File: config.mk
export PLATFORM = sky130hd
export DESIGN_NAME = circular_deque
export DESIGN_NICKNAME = d
export VERILOG_FILES = /design/src/sv/cdq_pkg.sv /design/src/sv/cdq_dp.sv /design/src/sv/cdq_ctrl.sv /design/src/sv/circular_deque.sv
export SDC_FILE = /design/constraint.sdc
export NUM_CORES = 2
export LEC_CHECK = 0
export BUFFER_PORTS_ARGS = -buffer_cell sky130_fd_sc_hd__buf_4
export CAP_MARGIN = 20
export CORE_MARGIN = 4
export CORE_UTILIZATION = 40
export DETAILED_ROUTE_END_ITERATION = 8
export PLACE_DENSITY = 0.66
export SLEW_MARGIN = 15
export SYNTH_ARGS = -nofsm -noshare
export SYNTH_HDL_FRONTEND = slang
export SYNTH_SLANG_ARGS = --single-unit
export TNS_END_PERCENT = 10
File: constraint.sdc
create_clock -name i_clk -period 12.9 [get_ports i_clk]
set_input_delay 1.935 -clock i_clk [delete_from_list [all_inputs] [get_ports i_clk]]
set_output_delay 1.935 -clock i_clk [all_outputs]
set_load 0.01 [all_outputs]
File: src/sv/cdq_pkg.sv
`timescale 1ns / 1ps
`default_nettype none
// ----------------------------------------------------------------------------
// cdq_pkg - shared types and constants of the circular deque
// Operation and status codes, field widths and the controller/datapath link.
// ----------------------------------------------------------------------------
package cdq_pkg;

    localparam int DEPTH_DEF = 64;   // default ring size
    localparam int WORD_W    = 32;   // stored and returned word
    localparam int OP_W      = 3;
    localparam int STATUS_W  = 2;
    localparam int COUNT_W   = 7;    // count_out field
    localparam int IN_TDATA_W  = 40; // op, value, pad
    localparam int OUT_TDATA_W = 48; // value_out, status, count_out, pad

    typedef enum logic [OP_W-1:0] {
        OP_PUSH_FRONT = 3'd0,
        OP_PUSH_BACK  = 3'd1,
        OP_POP_FRONT  = 3'd2,
        OP_POP_BACK   = 3'd3,
        OP_DUMP       = 3'd4
    } t_op;

    typedef enum logic [STATUS_W-1:0] {
        STS_OK    = 2'd0,
        STS_EMPTY = 2'd1,
        STS_FULL  = 2'd2
    } t_status;

    // controller -> datapath
    typedef struct packed {
        logic    push;        // write one word
        logic    pop;         // remove one word, read it out
        logic    front;       // push/pop acts on the front end
        logic    dump_first;  // read the front entry, start the walk
        logic    dump_next;   // read the next entry of the walk
        logic    res_load;    // capture a result into the output register
        t_status res_status;
    } t_dp_cmd;

    // datapath -> controller
    typedef struct packed {
        logic empty;
        logic full;
        logic res_last;       // result held is the final one of its request
    } t_dp_sts;

endpackage
`default_nettype wire

File: src/sv/cdq_dp.sv
`timescale 1ns / 1ps
`default_nettype none
// ----------------------------------------------------------------------------
// cdq_dp - ring store datapath of the circular deque
// Word memory, front index, fill count, dump walk index and result register.
// ----------------------------------------------------------------------------
module cdq_dp #(
    parameter int DEPTH = cdq_pkg::DEPTH_DEF
) (
    input  wire logic                              i_clk,
    input  wire logic                              i_rst_n,
    input  wire cdq_pkg::t_dp_cmd                  i_cmd,
    input  wire logic [cdq_pkg::WORD_W-1:0]        i_value,
    output cdq_pkg::t_dp_sts                       o_sts,
    output logic [cdq_pkg::WORD_W-1:0]             o_value_out,
    output logic [cdq_pkg::STATUS_W-1:0]           o_status,
    output logic [cdq_pkg::COUNT_W-1:0]            o_count
);
    import cdq_pkg::*;

    localparam int IW = (DEPTH > 2) ? $clog2(DEPTH) : 1;
    localparam int CW = $clog2(DEPTH + 1);
    localparam logic [CW:0] DEPTH_X = (CW+1)'(DEPTH);

    // ring position base + off, off below DEPTH
    function automatic logic [IW-1:0] ring_add(input logic [IW-1:0] base,
                                               input logic [CW-1:0] off);
        logic [CW:0] sum;
        begin
            sum = (CW+1)'(base) + (CW+1)'(off);
            if (sum >= DEPTH_X) begin
                sum = sum - DEPTH_X;
            end
            return sum[IW-1:0];
        end
    endfunction

    logic [WORD_W-1:0] r_mem [DEPTH];
    logic [WORD_W-1:0] r_rd_data;
    logic [IW-1:0]     r_front, n_front;
    logic [CW-1:0]     r_count, n_count;
    logic [IW-1:0]     r_idx;
    t_status           r_res_status;
    logic [CW-1:0]     r_res_count;
    logic              r_use_mem;
    logic              r_last, n_last;
    logic [IW-1:0]     wr_addr, rd_addr;
    logic              rd_en;

    always_comb begin
        wr_addr = i_cmd.front ? ring_add(r_front, CW'(DEPTH - 1)) : ring_add(r_front, r_count);
        rd_en   = i_cmd.pop | i_cmd.dump_first | i_cmd.dump_next;
        rd_addr = r_front;
        if (i_cmd.pop && !i_cmd.front) begin
            rd_addr = ring_add(r_front, r_count - CW'(1));
        end else if (i_cmd.dump_next) begin
            rd_addr = ring_add(r_front, CW'(r_idx));
        end
    end

    always_comb begin
        n_front = r_front;
        n_count = r_count;
        if (i_cmd.push) begin
            n_count = r_count + CW'(1);
            if (i_cmd.front) begin
                n_front = wr_addr;
            end
        end else if (i_cmd.pop) begin
            n_count = r_count - CW'(1);
            if (i_cmd.front) begin
                n_front = ring_add(r_front, CW'(1));
            end
        end
    end

    always_comb begin
        n_last = 1'b1;
        if (i_cmd.dump_first) begin
            n_last = (r_count == CW'(1));
        end else if (i_cmd.dump_next) begin
            n_last = (CW'(r_idx) + CW'(1) == r_count);
        end
    end

    // memory: one write port, one registered read port
    always_ff @(posedge i_clk) begin
        if (i_cmd.push) begin
            r_mem[wr_addr] <= i_value;
        end
        if (rd_en) begin
            r_rd_data <= r_mem[rd_addr];
        end
    end

    always_ff @(posedge i_clk) begin
        if (!i_rst_n) begin
            r_front <= '0;
            r_count <= '0;
        end else begin
            r_front <= n_front;
            r_count <= n_count;
        end
    end

    always_ff @(posedge i_clk) begin
        if (i_cmd.dump_first) begin
            r_idx <= IW'(1);
        end else if (i_cmd.dump_next) begin
            r_idx <= r_idx + IW'(1);
        end
        if (i_cmd.res_load) begin
            r_res_status <= i_cmd.res_status;
            r_res_count  <= n_count;
            r_use_mem    <= rd_en;
            r_last       <= n_last;
        end
    end

    assign o_sts.empty    = (r_count == '0);
    assign o_sts.full     = (r_count == CW'(DEPTH));
    assign o_sts.res_last = r_last;
    assign o_value_out    = r_use_mem ? r_rd_data : '0;
    assign o_status       = r_res_status;
    assign o_count        = COUNT_W'(r_res_count);

endmodule
`default_nettype wire

File: src/sv/cdq_ctrl.sv
`timescale 1ns / 1ps
`default_nettype none
// ----------------------------------------------------------------------------
// cdq_ctrl - request sequencer of the circular deque
// Decodes each request, drives the datapath and holds the result handshake.
// ----------------------------------------------------------------------------
module cdq_ctrl (
    input  wire logic                        i_clk,
    input  wire logic                        i_rst_n,
    input  wire logic                        i_valid,
    input  wire logic [cdq_pkg::OP_W-1:0]    i_op,
    output logic                             o_ready,
    output logic                             o_valid,
    input  wire logic                        i_out_ready,
    input  wire cdq_pkg::t_dp_sts            i_sts,
    output cdq_pkg::t_dp_cmd                 o_cmd
);
    import cdq_pkg::*;

    typedef enum logic [1:0] {
        S_IDLE = 2'b01,
        S_OUT  = 2'b10
    } t_state;

    t_state r_state, n_state;

    always_comb begin
        n_state = r_state;
        o_cmd   = '0;
        o_cmd.res_status = STS_OK;
        case (r_state)
            S_IDLE: begin
                if (i_valid) begin
                    case (i_op)
                        OP_PUSH_FRONT, OP_PUSH_BACK: begin
                            o_cmd.res_load = 1'b1;
                            n_state        = S_OUT;
                            if (i_sts.full) begin
                                o_cmd.res_status = STS_FULL;
                            end else begin
                                o_cmd.push  = 1'b1;
                                o_cmd.front = (i_op == OP_PUSH_FRONT);
                            end
                        end
                        OP_POP_FRONT, OP_POP_BACK: begin
                            o_cmd.res_load = 1'b1;
                            n_state        = S_OUT;
                            if (i_sts.empty) begin
                                o_cmd.res_status = STS_EMPTY;
                            end else begin
                                o_cmd.pop   = 1'b1;
                                o_cmd.front = (i_op == OP_POP_FRONT);
                            end
                        end
                        OP_DUMP: begin
                            o_cmd.res_load = 1'b1;
                            n_state        = S_OUT;
                            if (i_sts.empty) begin
                                o_cmd.res_status = STS_EMPTY;
                            end else begin
                                o_cmd.dump_first = 1'b1;
                            end
                        end
                        default: begin
                            // unused codes: dropped, no result
                        end
                    endcase
                end
            end
            S_OUT: begin
                if (i_out_ready) begin
                    if (i_sts.res_last) begin
                        n_state = S_IDLE;
                    end else begin
                        o_cmd.dump_next = 1'b1;
                        o_cmd.res_load  = 1'b1;
                    end
                end
            end
            default: begin
                n_state = S_IDLE;
            end
        endcase
    end

    always_ff @(posedge i_clk) begin
        if (!i_rst_n) begin
            r_state <= S_IDLE;
        end else begin
            r_state <= n_state;
        end
    end

    assign o_ready = (r_state == S_IDLE);
    assign o_valid = (r_state == S_OUT);

endmodule
`default_nettype wire

File: src/sv/circular_deque.sv
`timescale 1ns / 1ps
`default_nettype none
// ----------------------------------------------------------------------------
// circular_deque - double-ended queue of 32-bit words in a ring store
// Push/pop at either end, or dump all entries front to back.
// ----------------------------------------------------------------------------
//  Channel   Dir  Signals            Content (low bit up)
//  s_axis    in   tvalid/tready      tdata: op[2:0], value[34:3], zero pad
//  m_axis    out  tvalid/tready      tdata: value_out[31:0], status[33:32],
//                 tlast                     count_out[40:34], zero pad
//
//  One request in flight at a time: a push or pop is accepted, then its
//  result is offered; a dump offers its entries front to back,
//  one result per cycle while the sink keeps tready high. The single read
//  port of the ring memory sets the dump pace.
//  Reset is synchronous, active low; it empties the deque at once (no sweep).
//  Sink stalls hold the result and, during a dump, pause the walk.
//  Unused op codes are accepted and give no result.
// ----------------------------------------------------------------------------
module circular_deque #(
    parameter int DEPTH = cdq_pkg::DEPTH_DEF
) (
    input  wire logic                              i_clk,
    input  wire logic                              i_rst_n,
    // request stream
    input  wire logic                              i_s_axis_tvalid,
    output logic                                   o_s_axis_tready,
    input  wire logic [cdq_pkg::IN_TDATA_W-1:0]    i_s_axis_tdata,  // op, value
    // result stream
    output logic                                   o_m_axis_tvalid,
    input  wire logic                              i_m_axis_tready,
    output logic [cdq_pkg::OUT_TDATA_W-1:0]        o_m_axis_tdata,  // value_out, status, count_out
    output logic                                   o_m_axis_tlast
);
    import cdq_pkg::*;

    t_dp_cmd                cmd;
    t_dp_sts                sts;
    logic [OP_W-1:0]        req_op;
    logic [WORD_W-1:0]      req_value;
    logic [WORD_W-1:0]      res_value;
    logic [STATUS_W-1:0]    res_status;
    logic [COUNT_W-1:0]     res_count;

    assign req_op    = i_s_axis_tdata[OP_W-1:0];
    assign req_value = i_s_axis_tdata[OP_W +: WORD_W];

    // sequencer: only a valid request in the idle state is acted upon
    cdq_ctrl u_ctrl (
        .i_clk       (i_clk),
        .i_rst_n     (i_rst_n),
        .i_valid     (i_s_axis_tvalid),
        .i_op        (req_op),
        .o_ready     (o_s_axis_tready),
        .o_valid     (o_m_axis_tvalid),
        .i_out_ready (i_m_axis_tready),
        .i_sts       (sts),
        .o_cmd       (cmd)
    );

    // ring memory, pointers and the result register
    cdq_dp #(
        .DEPTH (DEPTH)
    ) u_dp (
        .i_clk       (i_clk),
        .i_rst_n     (i_rst_n),
        .i_cmd       (cmd),
        .i_value     (req_value),
        .o_sts       (sts),
        .o_value_out (res_value),
        .o_status    (res_status),
        .o_count     (res_count)
    );

    // pack result; unused top bits are zero
    assign o_m_axis_tdata = {(OUT_TDATA_W - WORD_W - STATUS_W - COUNT_W)'(0),
                             res_count, res_status, res_value};
    assign o_m_axis_tlast = sts.res_last;

endmodule
`default_nettype wire

==> After elaboration in Yosys (flattened, before gate mapping) <==
Memory sizes are Yosys's and may differ from the RTL's. A register that Yosys moved wholly into a read port is not among the register bits.
Cells that the tools add are included.
{ "classes": {"n_addsub": 14, "n_lt_le_gt_ge": 5, "n_eq_ne": 13, "mux": 42, "bitwise_logic": 2, "n_reduce_logical": 12} }
{ "op_table": {"columns": ["op", "n"], "rows": [
  ["two-way mux 6 bit", 12],
  ["two-way mux 32 bit", 1],
  ["subtractor 6 x 1 -> 6 bit (second input constant)", 5],
  ["greater-or-equal comparator 7 bit (second input constant)", 3],
  ["adder 6 x 7 -> 8 bit", 2],
  ["greater-or-equal comparator 8 x 7 -> 1 bit (second input constant)", 2],
  ["two-way mux 2 bit", 8],
  ["adder 6 x 1 -> 7 bit (second input constant)", 2],
  ["two-way mux 7 bit", 2],
  ["two-way mux 1 bit", 12],
  ["two-way mux 4 bit", 2],
  ["adder 6 x 6 -> 7 bit", 1],
  ["adder 6 x 6 -> 7 bit (second input constant)", 1],
  ["adder 7 x 1 -> 7 bit (second input constant)", 1],
  ["== test 7 x 1 -> 1 bit (second input constant)", 1],
  ["== test 7 bit", 1],
  ["== test 7 bit (second input constant)", 1],
  ["zero test 7 bit", 1],
  ["subtractor 7 x 1 -> 7 bit (second input constant)", 1],
  ["adder 6 x 1 -> 6 bit (second input constant)", 1],
  ["== test 3 x 2 -> 1 bit (second input constant)", 2],
  ["one-hot mux 3 bit (2 select lines)", 1],
  ["OR reduction 5 bit", 1],
  ["!= test 2 x 1 -> 1 bit (second input constant)", 2],
  ["17 further kinds", 22]
]} }
{ "totals": {"register_bits": 32, "mem_bits_rw": 2048, "inputBits": 44, "output_inout_bits": 51, "elab_cells": 97, "mem_count": 1} }
{ "mem_list": {"columns": ["memory", "words", "width", "rd", "rd_ports_with_merged_regs", "write_ports", "line_no", "text"], "rows": [
  ["u_dp.r_mem", 64, 32, 1, 1, 1, "cdq_dp.sv:38", "logic [WORD_W-1:0] r_mem [DEPTH];"]
]} }

==> Logic depth before layout (Yosys ltp) <==
{ "depth": {"depth_word": 8, "mapped_depth": 17, "ltp_nobuf": 16} }

==> By module <==
From an unflattened synthesis, not the netlist that was laid out.
{ "hier_totals": {"cells_unflattened": 5628, "hier_area_um2": 85264.3} }
{ "by_module_without_submodules": {"columns": ["module", "instances", "cells_each", "area_per_inst_um2", "seq_area_each_um2"], "rows": [
  ["cdq_dp", 1, 5592, 84996.5, 63170.6],
  ["cdq_ctrl", 1, 28, 211.5, 40.0],
  ["circular_deque", 1, 8, 56.3, 0.0]
]} }

==> Worst setup path before layout <==
Ideal clock, no wire load.
{ "synth_path": {"kind": "input port to flip-flop", "from": "input port i_s_axis_tdata[1] (netlist bit)", "to": "memory u_dp.r_mem[24][0] (enable)", "arrival_ps": 6338, "slack_ps": 6140, "path_stages": 13, "cell_sequence": "xor2_1 > a2111oi_1 > clkbuf_1 > or2_2 > ha_1 > a21oi_1 > nand2_1 > a21o_1 > a21oi_1 > xnor2_1 > xor2_1 > nand3_1 > nor2_1"} }
{ "synth_via": {"elab_chain_len": 7} }
{ "synth_rtl": {"columns": ["item", "line_no", "text"], "rows": [
  ["start: declaration", "circular_deque.sv:28", "input wire logic [cdq_pkg::IN_TDATA_W-1:0] i_s_axis_tdata,"],
  ["== test 3 x 1 -> 1 bit or zero test 3 bit (tied branches)", "cdq_ctrl.sv:34, cdq_ctrl.sv:42", null],
  ["OR reduction 2 bit", "cdq_ctrl.sv:34", "case (i_op)"],
  ["two-way mux 1 bit", "cdq_ctrl.sv:34", null],
  ["two-way mux 4 bit *", "cdq_ctrl.sv:33", "if (i_valid) begin"],
  ["two-way mux 4 bit *", "cdq_ctrl.sv:31", "case (r_state)"],
  ["two-way mux 1 bit", "cdq_dp.sv:88", "if (i_cmd.push) begin"],
  ["two-way mux 1 bit (implied by the code)", "cdq_dp.sv:89", "r_mem[wr_addr] <= i_value;"],
  ["end: declaration", "cdq_dp.sv:38", null]
]} }
Mark *: on every way between the ends. The rest lies on a longest branch, timed or not.

==> Final worst setup path <==
{ "layout_path": {"from": "input port i_s_axis_tdata[2] (netlist bit)", "to": "register u_dp.r_rd_data[6] (read register of u_dp.r_mem) (data pin)"} }
{ "layout_via": {"elab_chain_len": 8} }
{ "layout_rtl": {"columns": ["item", "line_no", "text"], "rows": [
  ["== test 3 x 2 -> 1 bit (tied with other cells)", "cdq_ctrl.sv:34, cdq_ctrl.sv:52", null],
  ["two-way mux 2 bit (tied with other cells)", "cdq_ctrl.sv:48", "if (i_sts.empty) begin"],
  ["one-hot mux 1 bit (2 select lines)", "cdq_ctrl.sv:34", null],
  ["two-way mux 4 bit *", "cdq_ctrl.sv:33", null],
  ["two-way mux 4 bit *", "cdq_ctrl.sv:31", null],
  ["zero test 1 bit", "cdq_dp.sv:54", "if (i_cmd.pop && !i_cmd.front) begin"],
  ["logical AND 1 bit", "cdq_dp.sv:54", null],
  ["two-way mux 6 bit", "cdq_dp.sv:54", null],
  ["end: declaration", "cdq_dp.sv:39", "logic [WORD_W-1:0] r_rd_data;"]
]} }
Marks and branches as above.
A chain may end at the register's enable or synchronous reset.

==> implementation parameters <==
Parameter                              Value

Critical path
  Worst EP arrival ... 7310 ps
  Critical Path, Cell by Cell ... buf_4 > nand4b_1 > a2111oi_1 > a21o_4 > buf_12 > buf_4 > mux2i_1 > o221ai_1 > a31oi_1 > nor4_1 > nor4_1 > a31oi_1
  Startpoint type of the worst setup path ... input pin
  RR Endpoint ... u_dp.r_rd_data[6]$_DFFE_PP_
  Crit path max-delay family ... compound AO/OA/AOI/OAI gates
  Crit path buf inv count ... 3
  Worst-path cell with the longest stage delay ... sky130_fd_sc_hd__a2111oi_1
  Cell count of the worst reg-to-reg path ... 13
  Register-to-register path setup slack ... around 6500 ps
  Startpoint of the lowest-slack register-to-register path ... u_dp.r_count[0]$_SDFF_PN0_
  Required time worst endpoint ... 13,440 ps
  Delay contributed by the slowest stage of the critical path ... 950 ps
  WS Path Type ... in -> reg
  Sort of element at the end of the critical path ... flip-flop
  Top fanout value on the critical path ... between 100 and 150

Clock network
  Maximum count of clock buffers along a single path ... 3
  Clock latency at the later pin of the worst-skew pair ... 840 ps
  Max H-tree Level ... 4
  Post-CTS clock slew at the launch and capture registers of the worst setup and hold paths ... 60 ps
  Post-cts hold buffer count ... 0
  Cell at the root of the clock tree ... sky130_fd_sc_hd__clkbuf_16
  Post-CTS setup buffer count ... 0
  Total clock buffers created by CTS ... approximately 210
  CTS tree ... built
  Number of sinks driven by the clock tree ... 2,112
  Post-cts sizing count ... 0

Finish
  Commonest cells after routing, fill and taps aside ... 2,091 x sky130_fd_sc_hd__edfxtp_1, 1,519 x sky130_fd_sc_hd__nand2_1, 583 x sky130_fd_sc_hd__nand3_1
  Filler-free cell count of the finished design ... just over 9,000
  Most common library cell in the layout ignoring fill and taps ... sky130_fd_sc_hd__edfxtp_1
  Fraction of final layout cells with drive strength greater than 1 ... about 10%
  Summed area of non-filler cells in the final layout ... 0.0951 mm^2
  Area grow syn2layout ... 12.2%
  Layout net count ... 6,234

Global routing
  Overflow after GRT ... 0
  Number of antenna violations at the first check in global routing ... 26
  GRT Util Overall ... 21.1%
  Largest net degree at the start of global routing ... between 150 and 200
  Via count of the first global-routing pass ... between 50,000 and 60,000
  Global-route wire length before repair ... 341,000 um

STA
  Max-slew headroom at the worst pin ... approximately 21%
  Post-Route Skew ... 35.2 ps
  Final TNS setup ... 0 ps
  Pins Over Slew Limit ... 0
  Least-Margin Pin Slew ... approximately 1200 ps
  Final setup violation count ... 0
  Post-route fraction of the period consumed by the critical path ... a little over half
  Maximum frequency from static timing analysis ... about 150 MHz
  Final hold violations ... 0
  Setup repair after global routing missed its margin ... false
  Shortest period the worst path allows ... roughly 6800 ps
  Smallest setup slack after layout ... 6130 ps

Drt
  Number of iterations in the first detailed-routing pass ... 7
  Routed wirelength normalized by instance count ... about 26 um
  Drt first-iter violations ... 6,445
  Count of nets left with antenna violations after detail routing ... 0
  Vias ... around 53,000
  Via density per instance ... 5.76
  Final Routed Wirelength ... approximately 240,000 um
  DRC Markers ... 0

Synthesis
  Syn_area_per_cell ... 13.8 um^2
  Top cell type's share of synthesized area ... 74.1%
  Predominant post-synthesis flop cell ... sky130_fd_sc_hd__edfxtp_1
  Number of standard cells after synthesis ... 6,134
  Sequential-to-total area share from yosys stat ... 74.6%
  Yosys cell types ... 77
  Most area-consuming cells after synthesis ... sky130_fd_sc_hd__edfxtp_1 74%, sky130_fd_sc_hd__nand2_1 6.7%, sky130_fd_sc_hd__nand3_1 3.4%
  Cell area after synthesis ... about 0.085 mm^2
  Ys Warns ... 0
  Area leader, netlist ... sky130_fd_sc_hd__edfxtp_1
  Post-synth EDFFs ... between 2,000 and 2,500
  #FFs+latches synth ... around 2,100
  Share of flip-flops with an asynchronous set or reset ... 0%

Floorplanning
  Total number of placement rows ... approximately 170
  Boundary Pins ... 95
  Die Height ... ~470 um
  Effective utilization at floorplan ... 40.3%
  Standard cell core area ... around 0.21 mm^2
  Die outline width ... 468 um
  Die area ... about 0.22 mm^2

Worst hold path
  Worst min-delay path class ... reg -> reg
  Hold Crit Depth ... 2
  Sink of the worst hold path ... u_ctrl.r_state[1]$_SDFFE_PN0P_
  Worst hold start ... u_ctrl.r_state[1]$_SDFFE_PN0P_

Run
  Max cap viols ... 0

Placed design
  Placed Instance Area ... between 0.08 and 0.09 mm^2
  Setup slack after placement ... 5440 ps
  Final Wtd Congestion ... 0.808
  HPWL after detailed placement ... 124,000 um
  Total instance count after detailed placement ... between 8,000 and 9,000
  Number of port buffers ... 82

Power and ir drop
  Total Power ... 14,200 uW
  Worst ir drop on vdd ... 0.115 mV
  Leakage component of the power ... around 0.033 uW
  Power Density ... 150 mW/mm^2

Outcome
  Status ... completed
synthesized netlist by cell type, types with 5 or more instances:
master / number
sky130_fd_sc_hd__nand2_1: 1524
sky130_fd_sc_hd__inv_1: 13
sky130_fd_sc_hd__o22ai_1: 68
sky130_fd_sc_hd__o32ai_1: 19
sky130_fd_sc_hd__mux2_2: 37
sky130_fd_sc_hd__xnor2_1: 14
sky130_fd_sc_hd__nor2b_1: 8
sky130_fd_sc_hd__a311oi_1: 55
sky130_fd_sc_hd__clkbuf_1: 118
sky130_fd_sc_hd__nand3b_1: 5
sky130_fd_sc_hd__o221ai_1: 28
sky130_fd_sc_hd__a32oi_1: 16
sky130_fd_sc_hd__a221oi_1: 61
sky130_fd_sc_hd__buf_4: 61
sky130_fd_sc_hd__or2_2: 5
sky130_fd_sc_hd__xor2_1: 22
sky130_fd_sc_hd__buf_6: 8
sky130_fd_sc_hd__o211ai_1: 5
sky130_fd_sc_hd__and3_1: 91
sky130_fd_sc_hd__nor2_1: 126
sky130_fd_sc_hd__nor4_1: 10
sky130_fd_sc_hd__a21o_1: 18
sky130_fd_sc_hd__nand4_1: 22
sky130_fd_sc_hd__a221o_1: 13
sky130_fd_sc_hd__a22oi_1: 5
sky130_fd_sc_hd__a211oi_1: 18
sky130_fd_sc_hd__mux2i_1: 247
sky130_fd_sc_hd__a21oi_1: 241
sky130_fd_sc_hd__nand3_1: 583
sky130_fd_sc_hd__a211o_1: 6
sky130_fd_sc_hd__or3_1: 13
sky130_fd_sc_hd__o32a_1: 5
sky130_fd_sc_hd__buf_1: 38
sky130_fd_sc_hd__nor3_1: 49
sky130_fd_sc_hd__a31oi_1: 120
sky130_fd_sc_hd__and2_1: 45
sky130_fd_sc_hd__ha_1: 23
sky130_fd_sc_hd__a22o_1: 7
sky130_fd_sc_hd__edfxtp_1: 2091
sky130_fd_sc_hd__o21ai_0: 27
sky130_fd_sc_hd__buf_2: 183
sky130_fd_sc_hd__dfxtp_1: 21
report_power, final:
part	leakage, uW	switching, uW	total, uW	internal, uW
clock	0.00312	2570	5740	3170
combinational	0.0106	649	919	271
sequential	0.0190	16.5	7590	7570
layout make-up:
cell class                      count  area [um^2]
Multi-Input combinational cell   3607        20100
Inverter                           13         48.8
Antenna cell                       14         35.0
Clock inverter                    120         1010
Clock buffer                      254         5380
Tap cell                         2805         3510
Timing Repair Buffer              223         1790
Sequential cell                  2112        63200
Fill cell                       18200       115000
state kept, by name, indices dropped and copies added (netlist names):
register / cells
u_ctrl.r_state: 2
u_dp.r_count: 7
u_dp.o_count: 7
u_dp.r_use_mem: 1
u_dp.r_rd_data: 32
u_dp.r_front: 6
u_dp.r_idx: 6
u_dp.o_status: 2
u_dp.r_last: 1
u_dp.r_mem: 2048
worst max-delay path by stage:
| stage | start | end | slack (ps) | cells past startpoint |
|---|---|---|---|---|
| 6_report | i_s_axis_tdata[2] | u_dp.r_rd_data[6]$_DFFE_PP_ | 6130 | 12 |
| 5_1_grt | i_s_axis_tdata[2] | u_dp.r_rd_data[6]$_DFFE_PP_ | 5940 | 12 |
| 4_1_cts | i_s_axis_tdata[2] | u_dp.r_rd_data[6]$_DFFE_PP_ | 6340 | 12 |
| 3_5_place_dp | i_s_axis_tdata[2] | u_dp.r_rd_data[6]$_DFFE_PP_ | 5440 | 12 |
| 3_3_place_gp | i_s_axis_tdata[2] | u_dp.r_rd_data[6]$_DFFE_PP_ | 5490 | 12 |
| 2_1_floorplan | i_s_axis_tdata[1] | u_dp.r_mem[24][0]$_DFFE_PP_ | 6140 | 13 |
cells by family (layout without fill, tap and decap cells):
logic type | count (synthesis) | in the layout | synth area share [%]
AO/OA/AOI/OAI | 754 | 754 | 6.01
XOR/XNOR | 36 | 36 | 0.372
adder cells (fa/ha/maj) | 26 | 26 | 0.410
buffers and inverters | 421 | 610 | 2.48
flip-flops | 2112 | 2112 | 74.6
multiplexers | 286 | 286 | 3.45
other | 1 | 21 | 0.00442
AND/OR/NAND/NOR | 2498 | 2498 | 12.7
through the flow:
stage	hold slack, ps	utilization, %
after floorplan	453	-
after global placement	463	42.1
after detailed placement	481	42.2
after CTS	490	45.2
after global routing	517	45.2
final	500	45.2
layer usage:
layer | vias up | part of all wire, % | GRT usage (%)
li1 | 23000 | - | -
met1 | 26400 | 39 | 27.5
met2 | 2722 | 47 | 33.8
met3 | 537 | 9.7 | 4.50
met4 | 4 | 4.5 | 9.78
met5 | - | 0.0059 | 0
worst reg2reg max path: stages, from the launching register on:
cell                        delay [ps]
sky130_fd_sc_hd__dfxtp_1           500
sky130_fd_sc_hd__inv_1             160
sky130_fd_sc_hd__ha_1              270
sky130_fd_sc_hd__nor2b_1           190
sky130_fd_sc_hd__a2111oi_1         960
sky130_fd_sc_hd__a21o_4            670
sky130_fd_sc_hd__buf_12            690
sky130_fd_sc_hd__buf_4             930
sky130_fd_sc_hd__mux2i_1           340
sky130_fd_sc_hd__o221ai_1          130
sky130_fd_sc_hd__a31oi_1           180
sky130_fd_sc_hd__nor4_1            130
sky130_fd_sc_hd__nor4_1            830
sky130_fd_sc_hd__a31oi_1           130
No activity file was read; power rests on OpenSTA's default activity.
